### config.mk
export PLATFORM = sky130hd
export DESIGN_NAME = heading_to_yaw_quaternion
export DESIGN_NICKNAME = d
export VERILOG_FILES = /design/src/hw/rtl/hyq_pkg.sv /design/src/hw/rtl/hyq_cordic_unit.sv /design/src/hw/rtl/heading_to_yaw_quaternion.sv
export SDC_FILE = /design/constraint.sdc
export NUM_CORES = 1
export LEC_CHECK = 0
export ABC_AREA = 1
export CAP_MARGIN = 25
export CORE_ASPECT_RATIO = 1.75
export CORE_UTILIZATION = 45
export DETAILED_ROUTE_END_ITERATION = 10
export DONT_BUFFER_PORTS = 1
export GPL_TIMING_DRIVEN = 1
export PLACE_DENSITY = 0.7
export SYNTH_ARGS = -nofsm -noshare
export SYNTH_HDL_FRONTEND = slang
export SYNTH_SLANG_ARGS = --single-unit
### constraint.sdc
create_clock -name clk_i -period 5.2 [get_ports clk_i]
set_input_delay 1.04 -clock clk_i [delete_from_list [all_inputs] [get_ports clk_i]]
set_output_delay 1.04 -clock clk_i [all_outputs]
set_load 0.1 [all_outputs]
### src/hw/rtl/hyq_pkg.sv
// Shared types, constants and the arctangent table for the heading and yaw quaternion block.
package hyq_pkg;

  // Field width of each coordinate port and of the heading result.
  localparam int unsigned FieldW   = 16;
  // Direction vectors are scaled to about 2^ScaleExp before vectoring.
  localparam int unsigned ScaleExp = 40;
  // CORDIC x/y datapath width: 2^40 magnitude, gain and pre-turn headroom.
  localparam int unsigned DatW     = 44;
  // CORDIC angle accumulator width, Q.16 radians.
  localparam int unsigned AngW     = 20;

  localparam logic signed [FieldW-1:0] PiQ13     = 16'sd25736;
  localparam logic signed [FieldW-1:0] HalfPiQ13 = 16'sd12868;
  localparam logic signed [AngW-1:0]   HalfPiQ16 = 20'sd102944;
  localparam logic signed [DatW-1:0]   KQ30      = 44'sd652032874;
  localparam logic signed [FieldW-1:0] QuatMax   = 16'sd32767;

  typedef enum logic [2:0] {
    ST_IDLE,
    ST_PREP,
    ST_VEC,
    ST_HEAD,
    ST_LOADR,
    ST_ROT,
    ST_FIN
  } hyq_state_e;

  // Control from the sequencer to the shared CORDIC unit.
  typedef struct packed {
    logic load;
    logic step;
    logic vec_mode;
  } hyq_ctrl_t;

  // round(atan(2^-i) * 2^16); zero from i = 17 on.
  function automatic logic signed [AngW-1:0] atan_q16(input logic [4:0] idx);
    logic signed [AngW-1:0] v;
    case (idx)
      5'd0:    v = 20'sd51472;
      5'd1:    v = 20'sd30386;
      5'd2:    v = 20'sd16055;
      5'd3:    v = 20'sd8150;
      5'd4:    v = 20'sd4091;
      5'd5:    v = 20'sd2047;
      5'd6:    v = 20'sd1024;
      5'd7:    v = 20'sd512;
      5'd8:    v = 20'sd256;
      5'd9:    v = 20'sd128;
      5'd10:   v = 20'sd64;
      5'd11:   v = 20'sd32;
      5'd12:   v = 20'sd16;
      5'd13:   v = 20'sd8;
      5'd14:   v = 20'sd4;
      5'd15:   v = 20'sd2;
      5'd16:   v = 20'sd1;
      default: v = '0;
    endcase
    return v;
  endfunction

endpackage

### src/hw/rtl/hyq_cordic_unit.sv
// Shared CORDIC micro-rotation unit: x/y/z registers, iteration counter, one step per cycle while ctrl step is high.
module hyq_cordic_unit #(
  parameter int unsigned CORDIC_STEPS = 16
) (
  input  logic                                clk_i,
  input  logic                                rst_ni,
  input  hyq_pkg::hyq_ctrl_t                  ctrl_i,
  input  logic signed [hyq_pkg::DatW-1:0]     x_init_i,
  input  logic signed [hyq_pkg::DatW-1:0]     y_init_i,
  input  logic signed [hyq_pkg::AngW-1:0]     z_init_i,
  output logic signed [hyq_pkg::DatW-1:0]     x_o,
  output logic signed [hyq_pkg::DatW-1:0]     y_o,
  output logic signed [hyq_pkg::AngW-1:0]     z_o,
  output logic                                last_o
);

  localparam int unsigned CntW = $clog2(CORDIC_STEPS);

  logic signed [hyq_pkg::DatW-1:0] x_q, x_d, y_q, y_d, xs, ys;
  logic signed [hyq_pkg::AngW-1:0] z_q, z_d, atan_v;
  logic [CntW-1:0]                 cnt_q, cnt_d;
  logic                            up;

  assign xs     = x_q >>> cnt_q;
  assign ys     = y_q >>> cnt_q;
  assign atan_v = hyq_pkg::atan_q16(5'(cnt_q));

  // Vectoring drives y toward zero, rotation drives z toward zero.
  assign up = ctrl_i.vec_mode ? (y_q[hyq_pkg::DatW-1] || (y_q == '0))
                              : !z_q[hyq_pkg::AngW-1];

  always_comb begin
    x_d   = x_q;
    y_d   = y_q;
    z_d   = z_q;
    cnt_d = cnt_q;
    if (ctrl_i.load) begin
      x_d   = x_init_i;
      y_d   = y_init_i;
      z_d   = z_init_i;
      cnt_d = '0;
    end else if (ctrl_i.step) begin
      if (up) begin
        x_d = x_q - ys;
        y_d = y_q + xs;
        z_d = z_q - atan_v;
      end else begin
        x_d = x_q + ys;
        y_d = y_q - xs;
        z_d = z_q + atan_v;
      end
      cnt_d = cnt_q + 1'b1;
    end
  end

  always_ff @(posedge clk_i or negedge rst_ni) begin
    if (!rst_ni) begin
      cnt_q <= '0;
    end else begin
      cnt_q <= cnt_d;
    end
  end

  always_ff @(posedge clk_i) begin
    x_q <= x_d;
    y_q <= y_d;
    z_q <= z_d;
  end

  assign x_o    = x_q;
  assign y_o    = y_q;
  assign z_o    = z_q;
  assign last_o = (cnt_q == CntW'(CORDIC_STEPS - 1));

endmodule

### src/hw/rtl/heading_to_yaw_quaternion.sv
// Top level: leg heading (atan2) and yaw quaternion from two waypoints.
// Usage and flow: one leg is taken on the input channel as a beat of start
// and end coordinates. The block then goes busy (in_ready_o low) and works
// through two CORDIC passes on a single shared add/shift unit, one
// micro-rotation per clock. A general direction is prepared and loaded,
// vectored, its heading formed and reloaded, then rotated, and the result
// is rounded and captured. Axis-aligned and zero directions skip vectoring.
// The block returns to idle before it accepts the next leg, so a new leg
// cannot start while one is in flight. A finished result sits in an output
// register, so the next leg is accepted while the last result still waits;
// the rounding step holds until that register is free. A zero direction
// reuses the last heading and flags held_o; that heading resets to zero.
// Straight left yields +pi, never -pi. quat_w_o is clamped at zero.
module heading_to_yaw_quaternion #(
  parameter int unsigned CORDIC_STEPS = 16,
  parameter int unsigned COORD_BITS   = 16
) (
  input  logic                                clk_i,
  input  logic                                rst_ni,
  input  logic                                in_valid_i,
  output logic                                in_ready_o,
  input  logic signed [hyq_pkg::FieldW-1:0]   start_x_i,
  input  logic signed [hyq_pkg::FieldW-1:0]   start_y_i,
  input  logic signed [hyq_pkg::FieldW-1:0]   end_x_i,
  input  logic signed [hyq_pkg::FieldW-1:0]   end_y_i,
  output logic                                out_valid_o,
  input  logic                                out_ready_i,
  output logic signed [hyq_pkg::FieldW-1:0]   heading_o,
  output logic [hyq_pkg::FieldW-2:0]          quat_w_o,
  output logic signed [hyq_pkg::FieldW-1:0]   quat_z_o,
  output logic                                held_o
);

  localparam int unsigned FW   = hyq_pkg::FieldW;
  localparam int unsigned DW   = hyq_pkg::DatW;
  localparam int unsigned AW   = hyq_pkg::AngW;
  localparam int unsigned RndW = DW - 15;

  hyq_pkg::hyq_state_e state_q, state_d;
  hyq_pkg::hyq_ctrl_t  ctrl;

  // Captured coordinates of the leg in flight.
  logic [FW-1:0] sx_q, sy_q, ex_q, ey_q;

  logic signed [FW-1:0] head_q, head_d, last_q;
  logic                 held_q, held_d;
  logic signed [FW-1:0] out_head_q, out_z_q;
  logic [FW-2:0]        out_w_q;
  logic                 out_held_q;
  logic                 out_valid_q;

  // Coordinates as COORD_BITS two's complement, then the direction.
  logic signed [COORD_BITS-1:0] sxc, syc, exc, eyc;
  logic signed [COORD_BITS:0]   dx, dy;
  logic signed [DW-1:0]         dxs, dys;
  logic                         dx_zero, dy_zero, dx_neg, dy_neg;

  assign sxc = COORD_BITS'({{(32 - FW){1'b0}}, sx_q});
  assign syc = COORD_BITS'({{(32 - FW){1'b0}}, sy_q});
  assign exc = COORD_BITS'({{(32 - FW){1'b0}}, ex_q});
  assign eyc = COORD_BITS'({{(32 - FW){1'b0}}, ey_q});
  assign dx  = (COORD_BITS + 1)'(exc) - (COORD_BITS + 1)'(sxc);
  assign dy  = (COORD_BITS + 1)'(eyc) - (COORD_BITS + 1)'(syc);
  assign dxs = DW'(dx) <<< (hyq_pkg::ScaleExp - COORD_BITS);
  assign dys = DW'(dy) <<< (hyq_pkg::ScaleExp - COORD_BITS);

  assign dx_zero = (dx == '0);
  assign dy_zero = (dy == '0);
  assign dx_neg  = dx[COORD_BITS];
  assign dy_neg  = dy[COORD_BITS];

  // Shared CORDIC unit.
  logic signed [DW-1:0] x_init, y_init, cx, cy;
  logic signed [AW-1:0] z_init, cz;
  logic                 c_last;

  hyq_cordic_unit #(
    .CORDIC_STEPS(CORDIC_STEPS)
  ) u_cordic (
    .clk_i   (clk_i),
    .rst_ni  (rst_ni),
    .ctrl_i  (ctrl),
    .x_init_i(x_init),
    .y_init_i(y_init),
    .z_init_i(z_init),
    .x_o     (cx),
    .y_o     (cy),
    .z_o     (cz),
    .last_o  (c_last)
  );

  // Heading from the vectoring angle: (z + 4) >>> 3, clamped to +-pi.
  logic signed [AW:0]   z_rnd;
  logic signed [AW-3:0] z_q13;
  logic signed [FW-1:0] head_vec;

  assign z_rnd = (AW + 1)'(cz) + (AW + 1)'(4);
  assign z_q13 = (AW - 2)'(z_rnd >>> 3);
  always_comb begin
    if (z_q13 > (AW - 2)'(hyq_pkg::PiQ13)) begin
      head_vec = hyq_pkg::PiQ13;
    end else if (z_q13 < -(AW - 2)'(hyq_pkg::PiQ13)) begin
      head_vec = -hyq_pkg::PiQ13;
    end else begin
      head_vec = FW'(z_q13);
    end
  end

  // Quaternion parts from the rotation pass: (v + 2^14) >>> 15, clamped.
  logic signed [DW-1:0]   x_rnd_full, y_rnd_full;
  logic signed [RndW-1:0] x_rnd, y_rnd;
  logic [FW-2:0]          w_sat;
  logic signed [FW-1:0]   z_sat;

  assign x_rnd_full = cx + DW'(16384);
  assign y_rnd_full = cy + DW'(16384);
  assign x_rnd      = RndW'(x_rnd_full >>> 15);
  assign y_rnd      = RndW'(y_rnd_full >>> 15);

  always_comb begin
    if (x_rnd[RndW-1]) begin
      w_sat = '0;
    end else if (x_rnd > RndW'(hyq_pkg::QuatMax)) begin
      w_sat = '1;
    end else begin
      w_sat = (FW - 1)'(x_rnd);
    end
    if (y_rnd > RndW'(hyq_pkg::QuatMax)) begin
      z_sat = hyq_pkg::QuatMax;
    end else if (y_rnd < -RndW'(hyq_pkg::QuatMax)) begin
      z_sat = -hyq_pkg::QuatMax;
    end else begin
      z_sat = FW'(y_rnd);
    end
  end

  logic out_free;
  assign out_free = !out_valid_q || out_ready_i;

  // Sequencer: next state.
  always_comb begin
    state_d = state_q;
    case (state_q)
      hyq_pkg::ST_IDLE: begin
        if (in_valid_i) state_d = hyq_pkg::ST_PREP;
      end
      hyq_pkg::ST_PREP: begin
        if (dx_zero || dy_zero) state_d = hyq_pkg::ST_LOADR;
        else                    state_d = hyq_pkg::ST_VEC;
      end
      hyq_pkg::ST_VEC: begin
        if (c_last) state_d = hyq_pkg::ST_HEAD;
      end
      hyq_pkg::ST_HEAD:  state_d = hyq_pkg::ST_LOADR;
      hyq_pkg::ST_LOADR: state_d = hyq_pkg::ST_ROT;
      hyq_pkg::ST_ROT: begin
        if (c_last) state_d = hyq_pkg::ST_FIN;
      end
      hyq_pkg::ST_FIN: begin
        if (out_free) state_d = hyq_pkg::ST_IDLE;
      end
      default: state_d = hyq_pkg::ST_IDLE;
    endcase
  end

  // Sequencer: unit control, unit load values and the heading register.
  always_comb begin
    ctrl   = '0;
    x_init = hyq_pkg::KQ30;
    y_init = '0;
    z_init = AW'(head_q) <<< 2;
    head_d = head_q;
    held_d = held_q;
    case (state_q)
      hyq_pkg::ST_PREP: begin
        held_d = 1'b0;
        if (dx_zero && dy_zero) begin
          head_d = last_q;
          held_d = 1'b1;
        end else if (dx_zero) begin
          head_d = dy_neg ? -hyq_pkg::HalfPiQ13 : hyq_pkg::HalfPiQ13;
        end else if (dy_zero) begin
          head_d = dx_neg ? hyq_pkg::PiQ13 : '0;
        end else begin
          ctrl.load = 1'b1;
          // Turn a left-half-plane vector by 90 degrees so CORDIC converges.
          if (!dx_neg) begin
            x_init = dxs;
            y_init = dys;
            z_init = '0;
          end else if (!dy_neg) begin
            x_init = dys;
            y_init = -dxs;
            z_init = hyq_pkg::HalfPiQ16;
          end else begin
            x_init = -dys;
            y_init = dxs;
            z_init = -hyq_pkg::HalfPiQ16;
          end
        end
      end
      hyq_pkg::ST_VEC: begin
        ctrl.step     = 1'b1;
        ctrl.vec_mode = 1'b1;
      end
      hyq_pkg::ST_HEAD:  head_d = head_vec;
      hyq_pkg::ST_LOADR: ctrl.load = 1'b1;
      hyq_pkg::ST_ROT:   ctrl.step = 1'b1;
      default: ;
    endcase
  end

  assign in_ready_o = (state_q == hyq_pkg::ST_IDLE);

  always_ff @(posedge clk_i or negedge rst_ni) begin
    if (!rst_ni) begin
      state_q     <= hyq_pkg::ST_IDLE;
      last_q      <= '0;
      out_valid_q <= 1'b0;
    end else begin
      state_q <= state_d;
      // Advance the remembered heading unless this leg reused it.
      if (state_q == hyq_pkg::ST_LOADR && !held_q) last_q <= head_q;
      if (state_q == hyq_pkg::ST_FIN && out_free) begin
        out_valid_q <= 1'b1;
      end else if (out_ready_i) begin
        out_valid_q <= 1'b0;
      end
    end
  end

  always_ff @(posedge clk_i) begin
    if (in_valid_i && in_ready_o) begin
      sx_q <= start_x_i;
      sy_q <= start_y_i;
      ex_q <= end_x_i;
      ey_q <= end_y_i;
    end
    head_q <= head_d;
    held_q <= held_d;
    if (state_q == hyq_pkg::ST_FIN && out_free) begin
      out_head_q <= head_q;
      out_w_q    <= w_sat;
      out_z_q    <= z_sat;
      out_held_q <= held_q;
    end
  end

  assign out_valid_o = out_valid_q;
  assign heading_o   = out_head_q;
  assign quat_w_o    = out_w_q;
  assign quat_z_o    = out_z_q;
  assign held_o      = out_held_q;

endmodule

# --- Yosys cells after proc, flatten, opt, wreduce, memory -nomap -nowiden ---
# Memories as Yosys holds them, arrays and structs flattened.
# Cells that the tools add are included.
word_totals:
  regBits: 261
  romBits: 256
  in_bits: 68
  out_inout_bits: 50
  wordCells: 128
  mem_count: 1
mem_list:
  columns: ["name", "words", "word_bits", "read_ports", "rd_clocked_by_memory_dff", "wr", "line_no", "source"]
  rows:
  - ["(name not given)", 16, 16, 1, 0, 0, "hyq_pkg.sv:39", "case (idx)"]
op_classes:
  add_sub_neg: 14
  n_lt_le_gt_ge: 5
  n_eq_ne: 12
  n_shift: 2
  mux: 55
  n_reduce_logical: 21
ops:
  columns: ["op", "n"]
  rows:
  - ["2-to-1 mux 44 bit", 18]
  - ["2-to-1 mux 20 bit", 9]
  - ["2-to-1 mux 16 bit", 7]
  - ["adder 44 x 16 -> 44 bit, second input constant", 2]
  - ["adder 44 bit", 2]
  - ["negator 41 -> 44 bit", 2]
  - [">>> shifter 44 x 4 -> 44 bit", 2]
  - ["subtractor 44 bit", 2]
  - ["> comparator 29 x 16 -> 1 bit, second input constant", 2]
  - ["logical NOT 44 bit", 1]
  - ["logical NOT 17 bit", 2]
  - ["subtractor 16 x 16 -> 17 bit", 2]
  - ["case mux 16 bit (2 select lines)", 1]
  - ["2-to-1 mux 15 bit", 2]
  - ["less-than comparator 29 x 16 -> 1 bit, second input constant", 1]
  - ["adder 20 x 4 -> 21 bit, second input constant", 1]
  - ["case mux 3 bit (7 select lines)", 1]
  - ["adder 20 bit", 1]
  - ["subtractor 20 bit", 1]
  - ["> comparator 18 x 16 -> 1 bit, second input constant", 1]
  - ["less-than comparator 18 x 16 -> 1 bit, second input constant", 1]
  - ["2-to-1 mux 3 bit", 5]
  - ["== test 3 bit, second input constant", 3]
  - ["2-to-1 mux 1 bit", 9]
  - ["other kinds (16)", 31]

# --- Depth between registers and ports, before layout ---
logic_depth:
  depth_word: 9
  mapped_depth: 34
  ltp_nobuf: 32

# --- Hierarchy ---
# Synthesis repeated with hierarchy kept, for this count alone.
unflattened:
  cells_unflattened: 4979
  hier_area_um2: 31044.8
by_module_without_submodules:
  columns: ["module", "n_inst", "cells_per_inst", "area_per_inst_um2", "seq_area_each_um2"]
  rows:
  - ["hyq_cordic_unit", 1, 3227, 19227.2, 3343.2]
  - ["heading_to_yaw_quaternion", 1, 1752, 11817.6, 4374.2]

# --- Worst setup path before layout ---
# No wires, ideal clock.
synth_path:
  kind: "reg2reg"
  start: "reg sx_q[0]"
  end: "reg u_cordic.x_q, in the netlist u_cordic.x_o[0], enable pin"
  setup_time_ns: 0.462
  arrival_ns: 5.186
  required_time_ns: 4.738
  path_slack_ns: -0.447
  stages_incl_launch_ff: 25
  path_buffers: 2
  synth_period_minus_slack_ns: 5.647
  cell_sequence: "edfxtp_1 > ha_1 > fa_1 > inv_1 > nand2_1 > nand2_1 > nand2_1 > nand2_1 > nand3_1 > nand2_1 > nand3_1 > nand2_1 > nand2_1 > nand2_1 > inv_1 > clkbuf_1 > buf_1 > ha_1 > inv_1 > nand2_1 > inv_1 > nand2_4 > nand2_4 > nor2_1 > inv_1"
synth_between:
  elab_chain_cells: 6
  elab_cells_between_ends: 7
  cone_classes: "add/sub: 1; mux: 3; reduce/logical: 3"
synth_rtl:
  columns: ["item", "line_no", "source"]
  rows:
  - ["from (decl)", "heading_to_yaw_quaternion.sv:43", "logic [FW-1:0] sx_q, sy_q, ex_q, ey_q;"]
  - ["from (signal assigned)", "heading_to_yaw_quaternion.sv:234", "sx_q <= start_x_i;"]
  - ["subtractor 16 x 16 -> 17 bit *", "heading_to_yaw_quaternion.sv:62", "assign dx = (COORD_BITS + 1)'(exc) - (COORD_BITS + 1)'(sxc);"]
  - ["logical NOT 17 bit *", "heading_to_yaw_quaternion.sv:67", "assign dx_zero = (dx == '0);"]
  - ["2-to-1 mux 1 bit or logical AND 1 bit (tied branches)", "heading_to_yaw_quaternion.sv:180, heading_to_yaw_quaternion.sv:177", null]
  - ["2-to-1 mux 1 bit *", "heading_to_yaw_quaternion.sv:177", "if (dx_zero && dy_zero) begin"]
  - ["case mux 1 bit (2 select lines) *", "heading_to_yaw_quaternion.sv:174", "case (state_q)"]
  - ["nonzero test 2 bit (no line) *", null, null]
  - ["to (signal assigned)", "hyq_cordic_unit.sv:65", "x_q <= x_d;"]
  - ["to (decl)", "hyq_cordic_unit.sv:19", "logic signed [hyq_pkg::DatW-1:0] x_q, x_d, y_q, y_d, xs, ys;"]
# Mark *: on every way between the ends. The rest lies on a longest branch, timed or not.
# A chain may end at the register's enable or synchronous reset.

# --- Final worst setup path ---
layout_path:
  start: "reg u_cordic.y_q, in the netlist u_cordic.y_o[30]"
  end: "reg u_cordic.x_q, in the netlist u_cordic.x_o[40], data pin"
layout_between:
  elab_chain_cells: 6
  elab_cells_between_ends: 9
  cone_classes: "add/sub: 2; shift: 1; mux: 4; reduce/logical: 2"
layout_rtl:
  columns: ["item", "line_no", "source"]
  rows:
  - ["from (decl)", "hyq_cordic_unit.sv:19", null]
  - ["from (signal assigned)", "hyq_cordic_unit.sv:66", "y_q <= y_d;"]
  - ["branches (longest 3 deep; another with adder 44 bit)", null, null]
  - ["2-to-1 mux 44 bit *", "hyq_cordic_unit.sv:43", "if (up) begin"]
  - ["2-to-1 mux 44 bit *", "hyq_cordic_unit.sv:42", "end else if (ctrl_i.step) begin"]
  - ["2-to-1 mux 44 bit *", "hyq_cordic_unit.sv:37", "if (ctrl_i.load) begin"]
  - ["named net u_cordic.x_d (one bit)", "hyq_cordic_unit.sv:19", null]
# Mark *: on every way through the listed nets, which the timed path passes. The select of a mux whose other input is x is not followed.

==> flow_metrics.env <==
export IMPL_drv_slew=0
export IMPL_antenna_found_initial=6
export IMPL_cts_tree="done"
export IMPL_hold_path_class="input port to async pin"
export IMPL_synthArstFlopShare_pct=9.20
export IMPL_multiInputGateArea_sq_mm=0.0186
export IMPL_synth_compound_area_share_pct=11.9
export IMPL_grt_setup_unrepaired="yes"
export IMPL_clk_pin_slew_ns=0.07
export IMPL_synth_area_leaders="edfxtp_1 25%, nand2_1 16%, nand3_1 9.5%"
export IMPL_maxCapViolations=0
export IMPL_finClkSkew_ns=0.0275
export IMPL_wl_um=117000
export IMPL_finalSetupViolCount=0
export IMPL_ys_seq_area_share_pct=27.1
export IMPL_fin_util_pct=50.9
export IMPL_synth_edf_count=237
export IMPL_ant_nets=0
export IMPL_vias=30700
export IMPL_ys_warn_count=0
export IMPL_grt_max_degree=74
export IMPL_syn_area_sq_mm=0.0285
export IMPL_first_global_vias=29900
export IMPL_yosysTopAreaCell="edfxtp_1"
export IMPL_arrival_ns=5.33
export IMPL_cp_required_ns=5.51
export IMPL_hold_buffers=0
export IMPL_crit_path_start_kind="register"
export IMPL_dr_pass1_iters=6
export IMPL_worstSetupEndpointType="register"
export IMPL_yosysUniqueCellTypes=57
export IMPL_row_count=121
export IMPL_grt_overflow=0
export IMPL_setup_tns_ns=0
export IMPL_seq_area_sq_mm=0.00772
export IMPL_root_buffer="clkbuf_16"
export IMPL_io_pins=118
export IMPL_grtUsageMet3_pct=6.45
export IMPL_globalRoute_busiestLayer="met2"
export IMPL_yosys_area_share_xor_xnor_pct=8.27
export IMPL_core_area_sq_mm=0.0624
export IMPL_viasPerCell=5.80
export IMPL_status="finished clean"
export IMPL_syn_num_nets=4602
export IMPL_die_h_um=335
export IMPL_drc_errors=0
export IMPL_grtUsageMet1_pct=36.0
export IMPL_crit_type="register to register"
export IMPL_cts_sinks=261
export IMPL_clock_path_buffers=3
export IMPL_io_buffers=0
export IMPL_muxShareOfSynthArea_pct=0.396
export IMPL_clk_latency_ns=0.61
export IMPL_synth_top_family_by_area="simple AND/OR/NAND/NOR gates"
export IMPL_fmax_mhz=199
export IMPL_drtIter0Drc=2328
export IMPL_initial_utilization_pct=45.6
export IMPL_hold_violations=0
export IMPL_synth_top_area_share_pct=25.0
export IMPL_post_drt_wl_per_cell_um=22.1
export IMPL_synth_seq_cells=261
export IMPL_synthFlopType="edfxtp_1"
export IMPL_synth_simple_area_share_pct=36.2
export IMPL_worstMarginPinSlew_ns=0.983
export IMPL_dpl_hpwl_um=93500
export IMPL_postSynthAreaPerCell_sq_um=6.51
export IMPL_dieArea_sq_mm=0.0643
export IMPL_dpl_cell_area_sq_mm=0.0303
export IMPL_synth_adder_area_share_pct=7.34
export IMPL_crit_fanout=5
export IMPL_finalCritPeriodShare_pct=96.5
export IMPL_htreeDepth=1
export IMPL_synthToLayoutAreaGrowth_pct=11.5
export IMPL_fillers=6464
export IMPL_drive_above_1_share_pct=7.99
export IMPL_holdWs_ns=0.123
export IMPL_cts_buffers_inserted=28
export IMPL_min_period_ns=5.02
export IMPL_max_slew_margin_pct=34.6
export IMPL_grt_pass1_wl_um=173000
export IMPL_syn_inst=4370
export IMPL_die_x_um=192
export IMPL_grt_use_met2_pct=62.8
export IMPL_design_area_sq_mm=0.0317
export IMPL_nets=4690
export IMPL_track_usage_pct=36.2
export IMPL_gp_congestion=1.09
## layout make-up
cell class,count,area share [%]
Multi-Input combinational cell,3475,58.6
Sequential cell,261,24.3
Inverter,509,6.06
Timing Repair Buffer,183,4.86
Tap cell,799,3.15
Clock buffer,36,2.43
Clock inverter,16,0.540
Antenna cell,4,0.0316
## state kept, by name, indices dropped and copies added, names as in the netlist
signal,count
ex_q,16
ey_q,16
head_q,16
heading_o,16
held_o,1
held_q,1
last_q,16
out_valid_o,1
quat_w_o,15
quat_z_o,16
state_q,3
sx_q,16
sy_q,16
u_cordic.cnt_q,4
u_cordic.x_o,44
u_cordic.y_o,44
u_cordic.z_o,20
## Yosys cell counts (29+ instances only)
library cell and instances:
a21oi_1 215, nor4_1 30, clkbuf_1 39, nand4_1 61
a31oi_1 30, xnor2_1 81, ha_1 159, nor2_1 428
o21ai_0 220, buf_2 45, edfxtp_1 237, o21ai_1 35
nor3_1 79, buf_1 29, nand3_1 538, xor2_1 184
nand2_1 1226, inv_1 503
## cell families (layout without fill, tap and decap cells)
family	after synthesis	after routing
multiplexers	10	10
AO/OA/AOI/OAI	613	613
flip-flops	261	261
adder cells (fa/ha/maj)	164	164
buffers and inverters	634	744
other	0	4
AND/OR/NAND/NOR	2421	2421
XOR/XNOR	267	267
## path summary, 6_finish.rpt
path | startpoint | endpoint | slack, ns | cells past startpoint
setup / recovery | u_cordic.y_o[30] | u_cordic.x_o[40] | 0.18 | 21
hold / removal | rst_ni | state_q[2] | 0.12 | 0
setup reg to reg | u_cordic.y_o[30] | u_cordic.x_o[40] | 0.18 | 21
hold reg to reg | head_q[2] | heading_o[2] | 0.46 | 0
max in group asynchronous | rst_ni | u_cordic.cnt_q[2] | 4.99 | 0
min in group clk_i | head_q[2] | heading_o[2] | 0.46 | 0
## metal layers
metal | wire length, um | up-vias
met5 | 40 | -
li1 | - | 14700
met4 | 13100 | 6
met2 | 56700 | 1369
met3 | 7480 | 536
met1 | 39300 | 14000
## cells in the final DEF, fill, tap and decap left out, types with 7 or more instances in the layout
cell type / Yosys / layout
nor2_2: 7 / 12
o21bai_1: 16 / 14
clkbuf_16: 0 / 31
nand3_1: 538 / 533
xor2_1: 184 / 179
inv_2: 5 / 8
a21o_1: 18 / 18
or2_2: 20 / 20
o21a_1: 16 / 16
a21boi_0: 11 / 10
nor2_1: 428 / 418
ha_2: 0 / 7
a21oi_2: 0 / 9
nand4_1: 61 / 61
o21ai_0: 220 / 204
a31oi_1: 30 / 29
nand2_1: 1226 / 1222
o22ai_1: 16 / 16
xor2_2: 2 / 7
buf_4: 9 / 167
o21ai_1: 35 / 46
nor4_1: 30 / 23
inv_1: 503 / 497
mux2_2: 10 / 10
nand3b_1: 13 / 13
nand3_2: 2 / 7
o211ai_1: 20 / 20
xnor2_1: 81 / 78
nor3_1: 79 / 77
ha_1: 159 / 150
dfrtp_1: 24 / 20
a21oi_1: 215 / 206
buf_12: 0 / 10
edfxtp_1: 237 / 237
## metrics by stage
stage,instances,setup slack [ns]
after floorplan,4370,0.0486
after global placement,5219,-0.00504
after detailed placement,5219,0.0348
after CTS,5271,0.00302
after global routing,5282,-0.104
final,5283,0.182
## worst max-delay path, stage by stage, from the launching register on
cell and delay [ns]:
edfxtp_1 0.60, buf_4 0.27, o21ai_1 0.26, nand2_1 0.12, nand3_1 0.09, nand2_1 0.08, o21ai_1 0.27, nand2_1 0.14
nor4_1 0.26, buf_4 0.17, nand3_1 0.06, nand2_1 0.14, xnor2_1 0.16, ha_1 0.41, nand2_1 0.12, nor2_1 0.22
nand2_1 0.11, nor4_1 0.46, nand3_1 0.14, o2111ai_1 0.16, xor2_1 0.35, o22ai_1 0.15
## timing repair
item	in CTS	in global routing
setup buffers	0	4
resized for setup	0	96
setup endpoints to repair	0	49
Power is left out: the tool's default activity adds up to more than one toggle a clock period on the data nets, which glitch-free logic cannot reach.
